$ cat config.mk
export PLATFORM = sky130hd
export DESIGN_NAME = battery_soc_from_adc
export DESIGN_NICKNAME = d
export VERILOG_FILES = /design/src/sv/bsfa_pkg.sv /design/src/sv/bsfa_mul.sv /design/src/sv/bsfa_div.sv /design/src/sv/battery_soc_from_adc.sv
export SDC_FILE = /design/constraint.sdc
export NUM_CORES = 1
export LEC_CHECK = 0
export ABC_AREA = 1
export BUFFER_PORTS_ARGS = -buffer_cell sky130_fd_sc_hd__buf_2
export CAP_MARGIN = 15
export CELL_PAD_IN_SITES_DETAIL_PLACEMENT = 0
export CELL_PAD_IN_SITES_GLOBAL_PLACEMENT = 1
export CORE_UTILIZATION = 48
export CTS_CLUSTER_DIAMETER = 150
export DETAILED_ROUTE_END_ITERATION = 16
export PLACE_DENSITY = 0.81
export SLEW_MARGIN = 20
export SYNTH_ARGS = -nofsm -noshare
export SYNTH_HDL_FRONTEND = slang
export SYNTH_SLANG_ARGS = --single-unit
export TNS_END_PERCENT = 50
$ cat constraint.sdc
create_clock -name clk -period 6.4 [get_ports clk]
set_input_delay 1.28 -clock clk [delete_from_list [all_inputs] [get_ports clk]]
set_output_delay 1.28 -clock clk [all_outputs]
set_load 0.02 [all_outputs]
$ cat src/sv/bsfa_pkg.sv
// Shared types, widths, register indexes and constant tables for the battery
// charge estimator. Depends on nothing; every other file imports it.
package bsfa_pkg;

    localparam int ADC_BITS       = 12;
    localparam int MAX_THRESHOLDS = 8;
    localparam int THR_IDX_W      = $clog2(MAX_THRESHOLDS);
    localparam int MV_W           = 16;
    localparam int PCT_W          = 7;
    localparam int VOLTS_W        = 7;
    localparam int MICRO_W        = 20;
    localparam int FS_W           = 16;
    localparam int OHM_W          = 24;
    localparam int THR_CNT_W      = 4;
    localparam int WORD_W         = 64;
    localparam int CFG_IDX_W      = 3;

    // Shared shift-add multiplier and restoring divider.
    localparam int MCAND_W   = 24;
    localparam int MPLIER_W  = 16;
    localparam int PROD_W    = MCAND_W + MPLIER_W;
    localparam int DIVISOR_W = 24;
    localparam int QUO_W     = PROD_W - DIVISOR_W;

    localparam int KV_REM_W = 10;

    localparam logic [MV_W-1:0]  MV_MAX   = {MV_W{1'b1}};
    localparam logic [PCT_W-1:0] PCT_FULL = PCT_W'(100);
    localparam logic [PCT_W-1:0] PCT_NONE = '0;
    localparam int               MV_PER_V = 1000;

    localparam logic [FS_W-1:0]      FS_RESET      = FS_W'(3600);
    localparam logic [OHM_W-1:0]     OHM_RESET     = OHM_W'(1);
    localparam logic [THR_CNT_W-1:0] THR_CNT_RESET = THR_CNT_W'(2);
    localparam logic [WORD_W-1:0]    THR_LO_RESET  = WORD_W'(275254500);
    localparam logic [WORD_W-1:0]    THR_HI_RESET  = '0;

    localparam logic [CFG_IDX_W-1:0] REG_FULL_SCALE = CFG_IDX_W'(0);
    localparam logic [CFG_IDX_W-1:0] REG_OUT_OHM    = CFG_IDX_W'(1);
    localparam logic [CFG_IDX_W-1:0] REG_FULL_OHM   = CFG_IDX_W'(2);
    localparam logic [CFG_IDX_W-1:0] REG_THR_COUNT  = CFG_IDX_W'(3);
    localparam logic [CFG_IDX_W-1:0] REG_THR_LO     = CFG_IDX_W'(4);
    localparam logic [CFG_IDX_W-1:0] REG_THR_HI     = CFG_IDX_W'(5);

    // Percent at breakpoint i for a table whose last index is L, i*100/L.
    // Indexed by {L, i}; entries beyond L are never read.
    localparam logic [PCT_W-1:0] PCT_POINTS [64] = '{
        7'd0, 7'd0,   7'd0,  7'd0,  7'd0,  7'd0,  7'd0,  7'd0,
        7'd0, 7'd100, 7'd0,  7'd0,  7'd0,  7'd0,  7'd0,  7'd0,
        7'd0, 7'd50,  7'd100, 7'd0, 7'd0,  7'd0,  7'd0,  7'd0,
        7'd0, 7'd33,  7'd66, 7'd100, 7'd0, 7'd0,  7'd0,  7'd0,
        7'd0, 7'd25,  7'd50, 7'd75, 7'd100, 7'd0, 7'd0,  7'd0,
        7'd0, 7'd20,  7'd40, 7'd60, 7'd80, 7'd100, 7'd0, 7'd0,
        7'd0, 7'd16,  7'd33, 7'd50, 7'd66, 7'd83, 7'd100, 7'd0,
        7'd0, 7'd14,  7'd28, 7'd42, 7'd57, 7'd71, 7'd85, 7'd100
    };

    typedef struct packed {
        logic [ADC_BITS-1:0] adc_sample;
        logic                read_ok;
    } in_word_t;

    typedef struct packed {
        logic [MV_W-1:0]    battery_mv;
        logic [PCT_W-1:0]   charge_percent;
        logic [VOLTS_W-1:0] volts_whole;
        logic [MICRO_W-1:0] volts_micro;
        logic               read_failed;
    } out_word_t;

    function automatic logic [MV_W-1:0] thr_at(
        input logic [WORD_W-1:0]    lo_word,
        input logic [WORD_W-1:0]    hi_word,
        input logic [THR_IDX_W-1:0] idx
    );
        logic [WORD_W-1:0] word;
        word = idx[THR_IDX_W-1] ? hi_word : lo_word;
        return word[{idx[THR_IDX_W-2:0], 4'b0000} +: MV_W];
    endfunction

endpackage

$ cat src/sv/bsfa_mul.sv
// Shift-add multiplier, one multiplier bit per cycle.
// Depends on bsfa_pkg for operand and product widths.
module bsfa_mul (
    input  logic                          clk,
    input  logic                          rst_n,
    input  logic                          start,
    input  logic [bsfa_pkg::MCAND_W-1:0]  mcand,
    input  logic [bsfa_pkg::MPLIER_W-1:0] mplier,
    output logic                          done,
    output logic [bsfa_pkg::PROD_W-1:0]   product
);
    import bsfa_pkg::*;

    localparam int STEP_W = $clog2(MPLIER_W);

    logic                busy_reg, busy_next;
    logic                done_reg, done_next;
    logic [STEP_W-1:0]   step_reg, step_next;
    logic [MCAND_W-1:0]  mcand_reg, mcand_next;
    logic [PROD_W-1:0]   prod_reg, prod_next;
    logic [MCAND_W:0]    sum;

    always_comb
    begin
        // Upper half accumulates; the multiplier drains out of the lower half.
        if (prod_reg[0])
        begin
            sum = {1'b0, prod_reg[PROD_W-1:MPLIER_W]} + {1'b0, mcand_reg};
        end
        else
        begin
            sum = {1'b0, prod_reg[PROD_W-1:MPLIER_W]};
        end

        busy_next  = busy_reg;
        done_next  = 1'b0;
        step_next  = step_reg;
        mcand_next = mcand_reg;
        prod_next  = prod_reg;

        if (start)
        begin
            busy_next  = 1'b1;
            step_next  = '0;
            mcand_next = mcand;
            prod_next  = {{MCAND_W{1'b0}}, mplier};
        end
        else if (busy_reg)
        begin
            prod_next = {sum, prod_reg[MPLIER_W-1:1]};
            step_next = step_reg + 1'b1;
            if (step_reg == STEP_W'(MPLIER_W - 1))
            begin
                busy_next = 1'b0;
                done_next = 1'b1;
            end
        end
    end

    always_ff @(posedge clk or negedge rst_n)
    begin
        if (!rst_n)
        begin
            busy_reg <= 1'b0;
            done_reg <= 1'b0;
            step_reg <= '0;
        end
        else
        begin
            busy_reg <= busy_next;
            done_reg <= done_next;
            step_reg <= step_next;
        end
    end

    always_ff @(posedge clk)
    begin
        mcand_reg <= mcand_next;
        prod_reg  <= prod_next;
    end

    assign done    = done_reg;
    assign product = prod_reg;

endmodule

$ cat src/sv/bsfa_div.sv
// Restoring divider, one quotient bit per cycle. The upper part of the
// dividend must be below the divisor. Depends on bsfa_pkg for widths.
module bsfa_div (
    input  logic                           clk,
    input  logic                           rst_n,
    input  logic                           start,
    input  logic [bsfa_pkg::PROD_W-1:0]    dividend,
    input  logic [bsfa_pkg::DIVISOR_W-1:0] divisor,
    output logic                           done,
    output logic [bsfa_pkg::QUO_W-1:0]     quotient,
    output logic [bsfa_pkg::DIVISOR_W-1:0] remainder
);
    import bsfa_pkg::*;

    localparam int STEP_W = $clog2(QUO_W);

    logic                 busy_reg, busy_next;
    logic                 done_reg, done_next;
    logic [STEP_W-1:0]    step_reg, step_next;
    logic [DIVISOR_W-1:0] dvs_reg, dvs_next;
    logic [DIVISOR_W-1:0] rem_reg, rem_next;
    logic [QUO_W-1:0]     quo_reg, quo_next;
    logic [DIVISOR_W:0]   shifted;
    logic [DIVISOR_W+1:0] trial;
    logic                 fits;

    always_comb
    begin
        shifted = {rem_reg, quo_reg[QUO_W-1]};
        trial   = {1'b0, shifted} - {2'b00, dvs_reg};
        fits    = !trial[DIVISOR_W+1];

        busy_next = busy_reg;
        done_next = 1'b0;
        step_next = step_reg;
        dvs_next  = dvs_reg;
        rem_next  = rem_reg;
        quo_next  = quo_reg;

        if (start)
        begin
            busy_next = 1'b1;
            step_next = '0;
            dvs_next  = divisor;
            rem_next  = dividend[PROD_W-1:QUO_W];
            quo_next  = dividend[QUO_W-1:0];
        end
        else if (busy_reg)
        begin
            rem_next  = fits ? trial[DIVISOR_W-1:0] : shifted[DIVISOR_W-1:0];
            quo_next  = {quo_reg[QUO_W-2:0], fits};
            step_next = step_reg + 1'b1;
            if (step_reg == STEP_W'(QUO_W - 1))
            begin
                busy_next = 1'b0;
                done_next = 1'b1;
            end
        end
    end

    always_ff @(posedge clk or negedge rst_n)
    begin
        if (!rst_n)
        begin
            busy_reg <= 1'b0;
            done_reg <= 1'b0;
            step_reg <= '0;
        end
        else
        begin
            busy_reg <= busy_next;
            done_reg <= done_next;
            step_reg <= step_next;
        end
    end

    always_ff @(posedge clk)
    begin
        dvs_reg <= dvs_next;
        rem_reg <= rem_next;
        quo_reg <= quo_next;
    end

    assign done      = done_reg;
    assign quotient  = quo_reg;
    assign remainder = rem_reg;

endmodule

$ cat src/sv/battery_soc_from_adc.sv
// Top level of the battery voltage and charge estimator: configuration
// registers, sequencer, threshold search and output register.
// Depends on bsfa_pkg, bsfa_mul and bsfa_div.
//
//   channel  | handshake            | payload
//   ---------+----------------------+-------------------------------
//   input    | in_valid / in_ready  | in_data (in_word_t)
//   result   | out_valid / out_ready| out_data (out_word_t)
//   config   | cfg_valid / cfg_ready| cfg_index, cfg_data (64 bits)
//
// Each multiply and divide is one pass of a bit-serial unit, with its start and
// done. A good read takes up to six passes, a threshold search and three
// single-step states; a failed read takes one pass.
// in_ready is high only while the sequencer is idle; a finished word waits in
// the output register, so the next word is taken while it stalls.
// Reset restores the documented register values and clears the held values.
module battery_soc_from_adc (
    input  logic                            clk,
    input  logic                            rst_n,
    input  logic                            in_valid,
    output logic                            in_ready,
    input  bsfa_pkg::in_word_t              in_data,
    output logic                            out_valid,
    input  logic                            out_ready,
    output bsfa_pkg::out_word_t             out_data,
    input  logic                            cfg_valid,
    output logic                            cfg_ready,
    input  logic [bsfa_pkg::CFG_IDX_W-1:0]  cfg_index,
    input  logic [bsfa_pkg::WORD_W-1:0]     cfg_data
);
    import bsfa_pkg::*;

    localparam logic [3:0] ST_IDLE      = 4'd0;
    localparam logic [3:0] ST_MUL_PIN   = 4'd1;
    localparam logic [3:0] ST_MUL_SCALE = 4'd2;
    localparam logic [3:0] ST_DIV_MV    = 4'd3;
    localparam logic [3:0] ST_PCT_CHK   = 4'd4;
    localparam logic [3:0] ST_PCT_SRCH  = 4'd5;
    localparam logic [3:0] ST_MUL_PCT   = 4'd6;
    localparam logic [3:0] ST_DIV_PCT   = 4'd7;
    localparam logic [3:0] ST_DIV_KV    = 4'd8;
    localparam logic [3:0] ST_DONE      = 4'd9;

    logic [3:0]           state_reg, state_next;
    logic [FS_W-1:0]      full_scale_reg, full_scale_next;
    logic [OHM_W-1:0]     out_ohm_reg, out_ohm_next;
    logic [OHM_W-1:0]     full_ohm_reg, full_ohm_next;
    logic [THR_CNT_W-1:0] thr_count_reg, thr_count_next;
    logic [WORD_W-1:0]    thr_lo_reg, thr_lo_next;
    logic [WORD_W-1:0]    thr_hi_reg, thr_hi_next;
    logic [MV_W-1:0]      held_mv_reg, held_mv_next;
    logic [PCT_W-1:0]     held_pct_reg, held_pct_next;
    logic                 failed_reg, failed_next;
    logic [THR_IDX_W-1:0] idx_reg, idx_next;
    logic [PCT_W-1:0]     lo_pct_reg, lo_pct_next;
    logic [MV_W-1:0]      width_reg, width_next;
    logic                 mul_start_reg, mul_start_next;
    logic [MCAND_W-1:0]   mul_mcand_reg, mul_mcand_next;
    logic [MPLIER_W-1:0]  mul_mplier_reg, mul_mplier_next;
    logic                 div_start_reg, div_start_next;
    logic [PROD_W-1:0]    div_dividend_reg, div_dividend_next;
    logic [DIVISOR_W-1:0] div_divisor_reg, div_divisor_next;
    logic                 out_valid_reg, out_valid_next;
    out_word_t            out_data_reg, out_data_next;

    logic                 mul_done;
    logic [PROD_W-1:0]    mul_product;
    logic                 div_done;
    logic [QUO_W-1:0]     div_quotient;
    logic [DIVISOR_W-1:0] div_remainder;

    logic [THR_IDX_W-1:0] last_idx;
    logic [THR_IDX_W-1:0] prev_idx;
    logic [MV_W-1:0]      thr_first;
    logic [MV_W-1:0]      thr_last;
    logic [MV_W-1:0]      thr_cur;
    logic [MV_W-1:0]      thr_prev;
    logic [PCT_W-1:0]     pct_hi;
    logic [PCT_W-1:0]     pct_lo;
    logic [KV_REM_W-1:0]  kv_rem;
    logic [MICRO_W-1:0]   kv_rem_w;
    logic                 kv_start;

    bsfa_mul u_mul (
        .clk     (clk),
        .rst_n   (rst_n),
        .start   (mul_start_reg),
        .mcand   (mul_mcand_reg),
        .mplier  (mul_mplier_reg),
        .done    (mul_done),
        .product (mul_product)
    );

    bsfa_div u_div (
        .clk       (clk),
        .rst_n     (rst_n),
        .start     (div_start_reg),
        .dividend  (div_dividend_reg),
        .divisor   (div_divisor_reg),
        .done      (div_done),
        .quotient  (div_quotient),
        .remainder (div_remainder)
    );

    always_comb
    begin
        // A count of zero acts as one threshold; large counts clamp to the table.
        if (thr_count_reg == '0)
        begin
            last_idx = '0;
        end
        else if (thr_count_reg > THR_CNT_W'(MAX_THRESHOLDS))
        begin
            last_idx = THR_IDX_W'(MAX_THRESHOLDS - 1);
        end
        else
        begin
            last_idx = THR_IDX_W'(thr_count_reg - 1'b1);
        end

        prev_idx  = idx_reg - 1'b1;
        thr_first = thr_at(thr_lo_reg, thr_hi_reg, '0);
        thr_last  = thr_at(thr_lo_reg, thr_hi_reg, last_idx);
        thr_cur   = thr_at(thr_lo_reg, thr_hi_reg, idx_reg);
        thr_prev  = thr_at(thr_lo_reg, thr_hi_reg, prev_idx);
        pct_hi    = PCT_POINTS[{last_idx, idx_reg}];
        pct_lo    = PCT_POINTS[{last_idx, prev_idx}];

        // Remainder times 1000 as 1024 - 16 - 8.
        kv_rem   = div_remainder[KV_REM_W-1:0];
        kv_rem_w = MICRO_W'(kv_rem);
    end

    always_comb
    begin
        state_next        = state_reg;
        full_scale_next   = full_scale_reg;
        out_ohm_next      = out_ohm_reg;
        full_ohm_next     = full_ohm_reg;
        thr_count_next    = thr_count_reg;
        thr_lo_next       = thr_lo_reg;
        thr_hi_next       = thr_hi_reg;
        held_mv_next      = held_mv_reg;
        held_pct_next     = held_pct_reg;
        failed_next       = failed_reg;
        idx_next          = idx_reg;
        lo_pct_next       = lo_pct_reg;
        width_next        = width_reg;
        mul_start_next    = 1'b0;
        mul_mcand_next    = mul_mcand_reg;
        mul_mplier_next   = mul_mplier_reg;
        div_start_next    = 1'b0;
        div_dividend_next = div_dividend_reg;
        div_divisor_next  = div_divisor_reg;
        out_valid_next    = out_valid_reg;
        out_data_next     = out_data_reg;
        kv_start          = 1'b0;

        if (cfg_valid)
        begin
            case (cfg_index)
                REG_FULL_SCALE: full_scale_next = cfg_data[FS_W-1:0];
                REG_OUT_OHM:    out_ohm_next    = cfg_data[OHM_W-1:0];
                REG_FULL_OHM:   full_ohm_next   = cfg_data[OHM_W-1:0];
                REG_THR_COUNT:  thr_count_next  = cfg_data[THR_CNT_W-1:0];
                REG_THR_LO:     thr_lo_next     = cfg_data;
                REG_THR_HI:     thr_hi_next     = cfg_data;
                default:        ;
            endcase
        end

        if (out_valid_reg && out_ready)
        begin
            out_valid_next = 1'b0;
        end

        case (state_reg)
            ST_IDLE:
            begin
                if (in_valid)
                begin
                    failed_next = !in_data.read_ok;
                    if (in_data.read_ok)
                    begin
                        mul_start_next  = 1'b1;
                        mul_mcand_next  = MCAND_W'(full_scale_reg);
                        mul_mplier_next = MPLIER_W'(in_data.adc_sample);
                        state_next      = ST_MUL_PIN;
                    end
                    else
                    begin
                        kv_start = 1'b1;
                    end
                end
            end
            ST_MUL_PIN:
            begin
                if (mul_done)
                begin
                    mul_start_next  = 1'b1;
                    mul_mcand_next  = full_ohm_reg;
                    mul_mplier_next = mul_product[ADC_BITS +: MPLIER_W];
                    state_next      = ST_MUL_SCALE;
                end
            end
            ST_MUL_SCALE:
            begin
                if (mul_done)
                begin
                    // A quotient of 65536 or more saturates, which covers a
                    // zero output resistance as well.
                    if (mul_product[PROD_W-1:QUO_W] >= out_ohm_reg)
                    begin
                        held_mv_next = MV_MAX;
                        state_next   = ST_PCT_CHK;
                    end
                    else
                    begin
                        div_start_next    = 1'b1;
                        div_dividend_next = mul_product;
                        div_divisor_next  = out_ohm_reg;
                        state_next        = ST_DIV_MV;
                    end
                end
            end
            ST_DIV_MV:
            begin
                if (div_done)
                begin
                    held_mv_next = div_quotient[MV_W-1:0];
                    state_next   = ST_PCT_CHK;
                end
            end
            ST_PCT_CHK:
            begin
                if (held_mv_reg <= thr_first)
                begin
                    held_pct_next = PCT_NONE;
                    kv_start      = 1'b1;
                end
                else if (held_mv_reg >= thr_last)
                begin
                    held_pct_next = PCT_FULL;
                    kv_start      = 1'b1;
                end
                else
                begin
                    idx_next   = THR_IDX_W'(1);
                    state_next = ST_PCT_SRCH;
                end
            end
            ST_PCT_SRCH:
            begin
                // The first segment whose upper threshold reaches the voltage
                // wins; the voltage is then strictly above its lower threshold.
                if (held_mv_reg <= thr_cur)
                begin
                    mul_start_next  = 1'b1;
                    mul_mcand_next  = MCAND_W'(held_mv_reg - thr_prev);
                    mul_mplier_next = MPLIER_W'(pct_hi - pct_lo);
                    lo_pct_next     = pct_lo;
                    width_next      = thr_cur - thr_prev;
                    state_next      = ST_MUL_PCT;
                end
                else
                begin
                    idx_next = idx_reg + 1'b1;
                end
            end
            ST_MUL_PCT:
            begin
                if (mul_done)
                begin
                    div_start_next    = 1'b1;
                    div_dividend_next = mul_product;
                    div_divisor_next  = DIVISOR_W'(width_reg);
                    state_next        = ST_DIV_PCT;
                end
            end
            ST_DIV_PCT:
            begin
                if (div_done)
                begin
                    held_pct_next = lo_pct_reg + div_quotient[PCT_W-1:0];
                    kv_start      = 1'b1;
                end
            end
            ST_DIV_KV:
            begin
                if (div_done)
                begin
                    state_next = ST_DONE;
                end
            end
            ST_DONE:
            begin
                if (!out_valid_reg || out_ready)
                begin
                    out_valid_next               = 1'b1;
                    out_data_next.battery_mv     = held_mv_reg;
                    out_data_next.charge_percent = held_pct_reg;
                    out_data_next.volts_whole    = div_quotient[VOLTS_W-1:0];
                    out_data_next.volts_micro    = (kv_rem_w << 10) - (kv_rem_w << 4)
                                                   - (kv_rem_w << 3);
                    out_data_next.read_failed    = failed_reg;
                    state_next                   = ST_IDLE;
                end
            end
            default:
            begin
                state_next = ST_IDLE;
            end
        endcase

        // Split the final millivolts into whole volts and remainder.
        if (kv_start)
        begin
            div_start_next    = 1'b1;
            div_dividend_next = PROD_W'(held_mv_reg);
            div_divisor_next  = DIVISOR_W'(MV_PER_V);
            state_next        = ST_DIV_KV;
        end
    end

    always_ff @(posedge clk or negedge rst_n)
    begin
        if (!rst_n)
        begin
            state_reg      <= ST_IDLE;
            full_scale_reg <= FS_RESET;
            out_ohm_reg    <= OHM_RESET;
            full_ohm_reg   <= OHM_RESET;
            thr_count_reg  <= THR_CNT_RESET;
            thr_lo_reg     <= THR_LO_RESET;
            thr_hi_reg     <= THR_HI_RESET;
            held_mv_reg    <= '0;
            held_pct_reg   <= '0;
            mul_start_reg  <= 1'b0;
            div_start_reg  <= 1'b0;
            out_valid_reg  <= 1'b0;
        end
        else
        begin
            state_reg      <= state_next;
            full_scale_reg <= full_scale_next;
            out_ohm_reg    <= out_ohm_next;
            full_ohm_reg   <= full_ohm_next;
            thr_count_reg  <= thr_count_next;
            thr_lo_reg     <= thr_lo_next;
            thr_hi_reg     <= thr_hi_next;
            held_mv_reg    <= held_mv_next;
            held_pct_reg   <= held_pct_next;
            mul_start_reg  <= mul_start_next;
            div_start_reg  <= div_start_next;
            out_valid_reg  <= out_valid_next;
        end
    end

    always_ff @(posedge clk)
    begin
        failed_reg       <= failed_next;
        idx_reg          <= idx_next;
        lo_pct_reg       <= lo_pct_next;
        width_reg        <= width_next;
        mul_mcand_reg    <= mul_mcand_next;
        mul_mplier_reg   <= mul_mplier_next;
        div_dividend_reg <= div_dividend_next;
        div_divisor_reg  <= div_divisor_next;
        out_data_reg     <= out_data_next;
    end

    assign in_ready  = (state_reg == ST_IDLE);
    assign cfg_ready = 1'b1;
    assign out_valid = out_valid_reg;
    assign out_data  = out_data_reg;

endmodule

Yosys cells after proc, flatten, opt, wreduce, memory -nomap -nowiden. Memory sizes are Yosys's and may differ from the RTL's. Index checks and enable logic that the tools add are counted.

Register bits after elaboration: 548. ROM bits: 896. Input bits: 85. Output and inout bits: 54. Logic and storage cells: 236. Memories: 2.

Memories: (no name shown) (words 64, width 7, rd ports 1, clocked after memory_dff 0, write ports 0, line battery_soc_from_adc.sv:127) `pct_lo = PCT_POINTS[{last_idx, prev_idx}];`; (no name shown) (words 64, width 7, rd ports 1, clocked after memory_dff 0, write ports 0, line battery_soc_from_adc.sv:126) `pct_hi = PCT_POINTS[{last_idx, idx_reg}];`.

$add $sub $neg: 13. $lt $le $gt $ge: 7. Equality and inequality tests: 43. Shifts and indexed selects: 3. Muxes and demuxes: 96. Bitwise operators: 2. Reductions and logical operators: 32.

Operators by type and width (number): 2-to-1 mux 24 bit (10); 2-to-1 mux 16 bit (12); 2-to-1 mux 64 bit (3); variable part select 64 x 7 -> 16 bit (3); 2-to-1 mux 40 bit (3); one-hot mux 40 bit (2 select lines) (1); one-hot mux 24 bit (3 select lines) (1); 2-to-1 mux 4 bit (16); 2-to-1 mux 7 bit (7); one-hot mux 16 bit (3 select lines) (1); one-hot mux 24 bit (2 select lines) (1); one-hot mux 4 bit (10 select lines) (1); <= comparator 16 bit (2); one-hot mux 16 bit (2 select lines) (1); 2-to-1 mux 1 bit (27); subtractor 25 x 24 -> 26 bit (1); adder 24 x 24 -> 25 bit (1); 2-to-1 mux 25 bit (1); greater-or-equal comparator 24 bit (1); subtractor 20 x 13 -> 20 bit (1); subtractor 20 x 14 -> 20 bit (1); 2-to-1 mux 3 bit (6); != test 3 x 2 -> 1 bit (second input constant) (6); != test 3 bit (second input constant) (6); 37 further kinds (83).

Depth between registers and ports, before layout.
Depth in word-level cells: 11. Mapped depth: 30. Depth with buffers taken out: 27.

By module. From an unflattened synthesis, not the netlist that was laid out.

Cells, all modules: 4291. Area, all modules: 33349.5 µm².

By module, submodules not included: battery_soc_from_adc (times used 1, cells an instance 2975, area each 23845.4 µm², seq. area each 10571.4 µm²); bsfa_div (times used 1, cells an instance 685, area each 5002.3 µm², seq. area each 2072.0 µm²); bsfa_mul (times used 1, cells an instance 631, area each 4501.8 µm², seq. area each 1831.8 µm²).

Worst setup path after synthesis. Ideal clock, no wire load.

Path type: reg2reg. Start: reg idx_reg[2]. End: reg mul_mcand_reg[0] (enable). Library setup time: 0.493 ns. Arrival: 5.016 ns. Data required time: 5.907 ns. Slack: 0.891 ns. Cell stages (with the launch flop): 15. Path buffers: 3. Clock period less this slack: 5.509 ns. Cells stage by stage: edfxtp_1 -> buf_2 -> nand2_1 -> clkbuf_1 -> clkbuf_1 -> o2111ai_1 -> o21ai_0 -> inv_1 -> ha_1 -> nand4_1 -> nor3_1 -> nand3b_1 -> a21oi_1 -> a21oi_1 -> o21ai_0.

Longest elaborated chain between the ends: 5.

Ends and longest elaborated chain: from (decl) (line battery_soc_from_adc.sv:54) `logic [THR_IDX_W-1:0] idx_reg, idx_next;`; from (signal assigned) (line battery_soc_from_adc.sv:362) `idx_reg <= idx_next;`; 2-to-1 mux 64 bit (line bsfa_pkg.sv:77) `word = idx[THR_IDX_W-1] ? hi_word : lo_word;`; variable part select 64 x 7 -> 16 bit (line bsfa_pkg.sv:78) `return word[{idx[THR_IDX_W-2:0], 4'b0000} +: MV_W];`; <= comparator 16 bit (line battery_soc_from_adc.sv:256) `if (held_mv_reg <= thr_cur)`; != test 2 bit (no line); AND reduction 5 bit (no line); to (signal assigned) (line battery_soc_from_adc.sv:365) `mul_mcand_reg <= mul_mcand_next;`; to (decl) (line battery_soc_from_adc.sv:58) `logic [MCAND_W-1:0] mul_mcand_reg, mul_mcand_next;`.

Every way passes these cells. A chain may end at the register's enable or synchronous reset.

Worst setup path in the final report.
Start: reg idx_reg[2]. End: reg mul_mcand_reg[18] (data pin).

Longest elaborated chain between the ends: 6.

Ends and longest elaborated chain: subtractor 3 x 1 -> 3 bit (line battery_soc_from_adc.sv:121) `prev_idx = idx_reg - 1'b1;`; 2-to-1 mux 64 bit (line bsfa_pkg.sv:77); variable part select 64 x 7 -> 16 bit (line bsfa_pkg.sv:78); subtractor 16 x 16 -> 17 bit (line battery_soc_from_adc.sv:259) `mul_mcand_next = MCAND_W'(held_mv_reg - thr_prev);`; 2-to-1 mux 24 bit (line battery_soc_from_adc.sv:256); one-hot mux 24 bit (3 select lines) (line battery_soc_from_adc.sv:177) `case (state_reg)`.

Every way passes these cells. The select of a mux whose other input is x is not followed.

==> flow_metrics.tcl <==
set metrics [dict create \
    wl_per_cell_um 20.3 \
    grt_pass1_vias 26023 \
    synthMuxAreaShare 0.000353 \
    clock-sinks 545 \
    postCtsHoldBufs 0 \
    fill_cells 6264 \
    slew_headroom 0.320 \
    regArea_sq_um 14500 \
    wirelength_um 99200 \
    cts_htree_levels 2 \
    gp_congestion 0.938 \
    min_period_over_period 0.799 \
    drc 0 \
    drtIter0Drc 2339 \
    critPathMaxFanout 37 \
    coreArea_sq_um 65700 \
    post_cts_buffers 0 \
    final_layout_size_suffix_gt1_frac 0.0853 \
    num_vias 27448 \
    clockBufferDepth 3 \
    synth_top_family_by_area "compound AO/OA/AOI/OAI gates" \
    syn_area_per_cell_sq_um 8.16 \
    cts-root-buf "clkbuf_16" \
    switching_share 0.450 \
    grt_overflow 0 \
    path_delay_family "compound AO/OA/AOI/OAI gates" \
    netlist_top_cells_area "edfxtp_1, dfrtp_1, nand2_1" \
    fin_tns_setup_ns 0 \
    synth_compound_area_frac 0.189 \
    area_delta_synth_final_pct 10.4 \
    grt_usage 0.293 \
    rsz0062_at_grt "false" \
    end_kind "flop" \
    hold_path_depth 0 \
    slowest_stage "o211ai_1" \
    ir_worst_vdd_v 0.000353 \
    stdcell_count 4886 \
    skew_ns 0.0319 \
    ioPinCount 139 \
    nets 4264 \
    dieHeight_um 260 \
    ys_seq_area_frac 0.453 \
    dr.pass1.iters 7 \
    path_buf_inv 3 \
    p_int_mw 9.82 \
    final-hold-violation-count 0 \
    cp_cell_sequence "buf_4, ha_2, inv_2, buf_12, a21oi_1, a221oi_1, a31oi_1, ha_1, nand2_1, nor2_1, nand3b_1, o2111ai_1, nand2_1, o211ai_1, nand2_1" \
    crit_type "flop to flop" \
    postCtsResizedCells 0 \
    grt_max_degree 135 \
    synth_flop_cell "edfxtp_1" \
    setup_viol 0 \
    async_flop_share 0.437 \
    antenna_found_initial 3 \
    crit_required_ns 6.75 \
    slew_viol_final 0 \
    rr_startpoint "idx_reg[2]$_SDFFCE_PN0P_" \
    synth_largest_area_cell "edfxtp_1" \
    synth_top_area_frac 0.221 \
    synth_xor_xnor_area_share 0.0170 \
    pwr-share-clk 0.188 \
    die_area_sq_um 67500 \
    synth_adder_area_share 0.0836 \
    yosys.area_share.simple 0.181 \
    cellPowerDensity_nw_per_um2 507 \
    crit_path_frequent_cell "nand2_1" \
    dp_hpwl_um 73600 \
    cts_tree "built" \
    netlist_instances 3912 \
    p_seq_frac 0.330 \
    die_w_um 260 \
    place_inst 4775 \
    numPortBuffers 134 \
    fin_util 0.536 \
    ant_nets 0 \
    ys_warn_count 0 \
    cp-start-kind "flop" \
    multiInputGateArea_sq_um 15100 \
    synth_edf_count 235 \
    min_path_type "flop to flop" \
    p_switching_mw 8.03 \
    syn_area_sq_um 31900 \
    hold_start "mul_mcand_reg[15]$_DFFE_PP_" \
    fin_crit_ns 5.12 \
    grt_pass1_wl_um 153000 \
    ys_seq_elements 545 \
    synth_top_cells_by_count "nand2_1, o21ai_0, inv_1, a21oi_1, nor2_1" \
    fmax_mhz 195 \
    cp.arrival_ns 5.47 \
    drv_cap 0 \
    row_count 94 \
    status "finished clean" \
    cts_made_buffers 58 \
    worst_r2r_endpoint "mul_mcand_reg[18]$_SDFFCE_PP0P_" \
    rrSetupSlack_ns 1.28 \
    clock_latency_ns 0.65 \
    cp_slowest_stage_delay_ns 0.65 \
    start_util 0.486 \
    worst_slew_pin_slew_ns 1.02 \
    hold_end "u_mul.mcand_reg[15]$_DFFE_PP_" \
    synth.most_common_cell "nand2_1" \
    pwr-share-comb 0.482 \
    vias_per_cell 5.62 \
    synth_cell_types 63 \
    path_clk_slew_ns 0.07 \
    r2r_cells 15 \
    power_leakage_nw 15.9 \
]
==> cell families after synthesis <==
group / Yosys count
other: 2
and+or+nand+nor: 1415
AOI/OAI and AO/OA: 1074
adders and majority gates: 208
xor gates and xnor gates: 62
DFF: 545
muxes: 1
buffers and inverters: 605
==> how the worst max path moves through the flow <==
stage	startpoint	endpoint	slack, ns	cells after the start
floorplan	idx_reg[2]$_SDFFCE_PN0P_	mul_mcand_reg[0]$_DFFE_PP_	0.89	14
global placement	idx_reg[2]$_SDFFCE_PN0P_	mul_mcand_reg[21]$_SDFFCE_PP0P_	1.54	15
finish	idx_reg[2]$_SDFFCE_PN0P_	mul_mcand_reg[18]$_SDFFCE_PP0P_	1.28	15
detailed placement	idx_reg[0]$_SDFFCE_PN1P_	mul_mcand_reg[18]$_SDFFCE_PP0P_	1.42	18
CTS	idx_reg[2]$_SDFFCE_PN0P_	mul_mcand_reg[18]$_SDFFCE_PP0P_	1.37	15
global route	idx_reg[2]$_SDFFCE_PN0P_	mul_mcand_reg[23]$_SDFFCE_PP0P_	1.02	15
==> per-layer routing <==
layer | track usage | part of all wire | vias to the layer above
li1 | - | - | 13416
met1 | 0.414 | 0.45 | 12956
met2 | 0.454 | 0.44 | 896
met3 | 0.0370 | 0.061 | 180
met4 | 0.120 | 0.043 | 0
met5 | 0 | 0 | -
==> cells in the final DEF, fill, tap and decap left out, drive strengths merged, types with 8 or more instances in the layout <==
| master | synthesis | layout |
|---|---|---|
| o2111ai | 8 | 8 |
| nand4 | 42 | 42 |
| o32ai | 15 | 15 |
| dfrtp | 221 | 221 |
| o22ai | 14 | 14 |
| ha | 199 | 199 |
| nand2 | 941 | 941 |
| fa | 9 | 9 |
| a21boi | 9 | 9 |
| xor2 | 37 | 37 |
| clkinv | 4 | 26 |
| dfstp | 17 | 17 |
| a31oi | 17 | 17 |
| xnor2 | 25 | 25 |
| edfxtp | 235 | 235 |
| buf | 52 | 178 |
| dfxtp | 72 | 72 |
| a21o | 13 | 13 |
| or2 | 14 | 14 |
| o21bai | 12 | 12 |
| o21a | 9 | 9 |
| o221ai | 31 | 31 |
| inv | 420 | 423 |
| o211ai | 51 | 51 |
| nor2 | 251 | 251 |
| nand3 | 122 | 122 |
| clkbuf | 129 | 80 |
| a211oi | 11 | 11 |
| a21oi | 309 | 309 |
| o21ai | 544 | 544 |
| nor3 | 25 | 25 |
| a221oi | 14 | 14 |
==> per-stage QoR <==
stage | setup WS (ns) | power, mW | hold slack, ns | cell area (sq um)
6_report | 1.28 | 17.9 | 0.416 | 35200
3_5_place_dp | 1.42 | 14.4 | 0.405 | 33300
5_1_grt | 1.02 | 19.2 | 0.418 | 35200
2_1_floorplan | 0.891 | 11.8 | 0.400 | 31900
4_1_cts | 1.37 | 17.8 | 0.415 | 35200
3_3_place_gp | 1.54 | 14.3 | 0.402 | 33300
==> cell type report <==
class | instances | share of cell area
multi-input combinational | 2764 | 0.429
timing repair buffer | 178 | 0.0299
clock buffer | 80 | 0.0459
clock inverter | 30 | 0.00799
antenna | 1 | 0.0000710
tap | 864 | 0.0307
inverter | 424 | 0.0452
sequential | 545 | 0.411
==> power by group through the flow <==
stage	sequential (mW)	combinational, mW	clock, mW
after floorplan	5.54	6.25	0
after global placement	5.92	8.40	0
after detailed placement	5.93	8.50	0
after CTS	5.87	8.55	3.42
after global routing	5.98	9.72	3.55
final	5.89	8.61	3.36
Note: power is estimated with default switching activity, not from simulation.
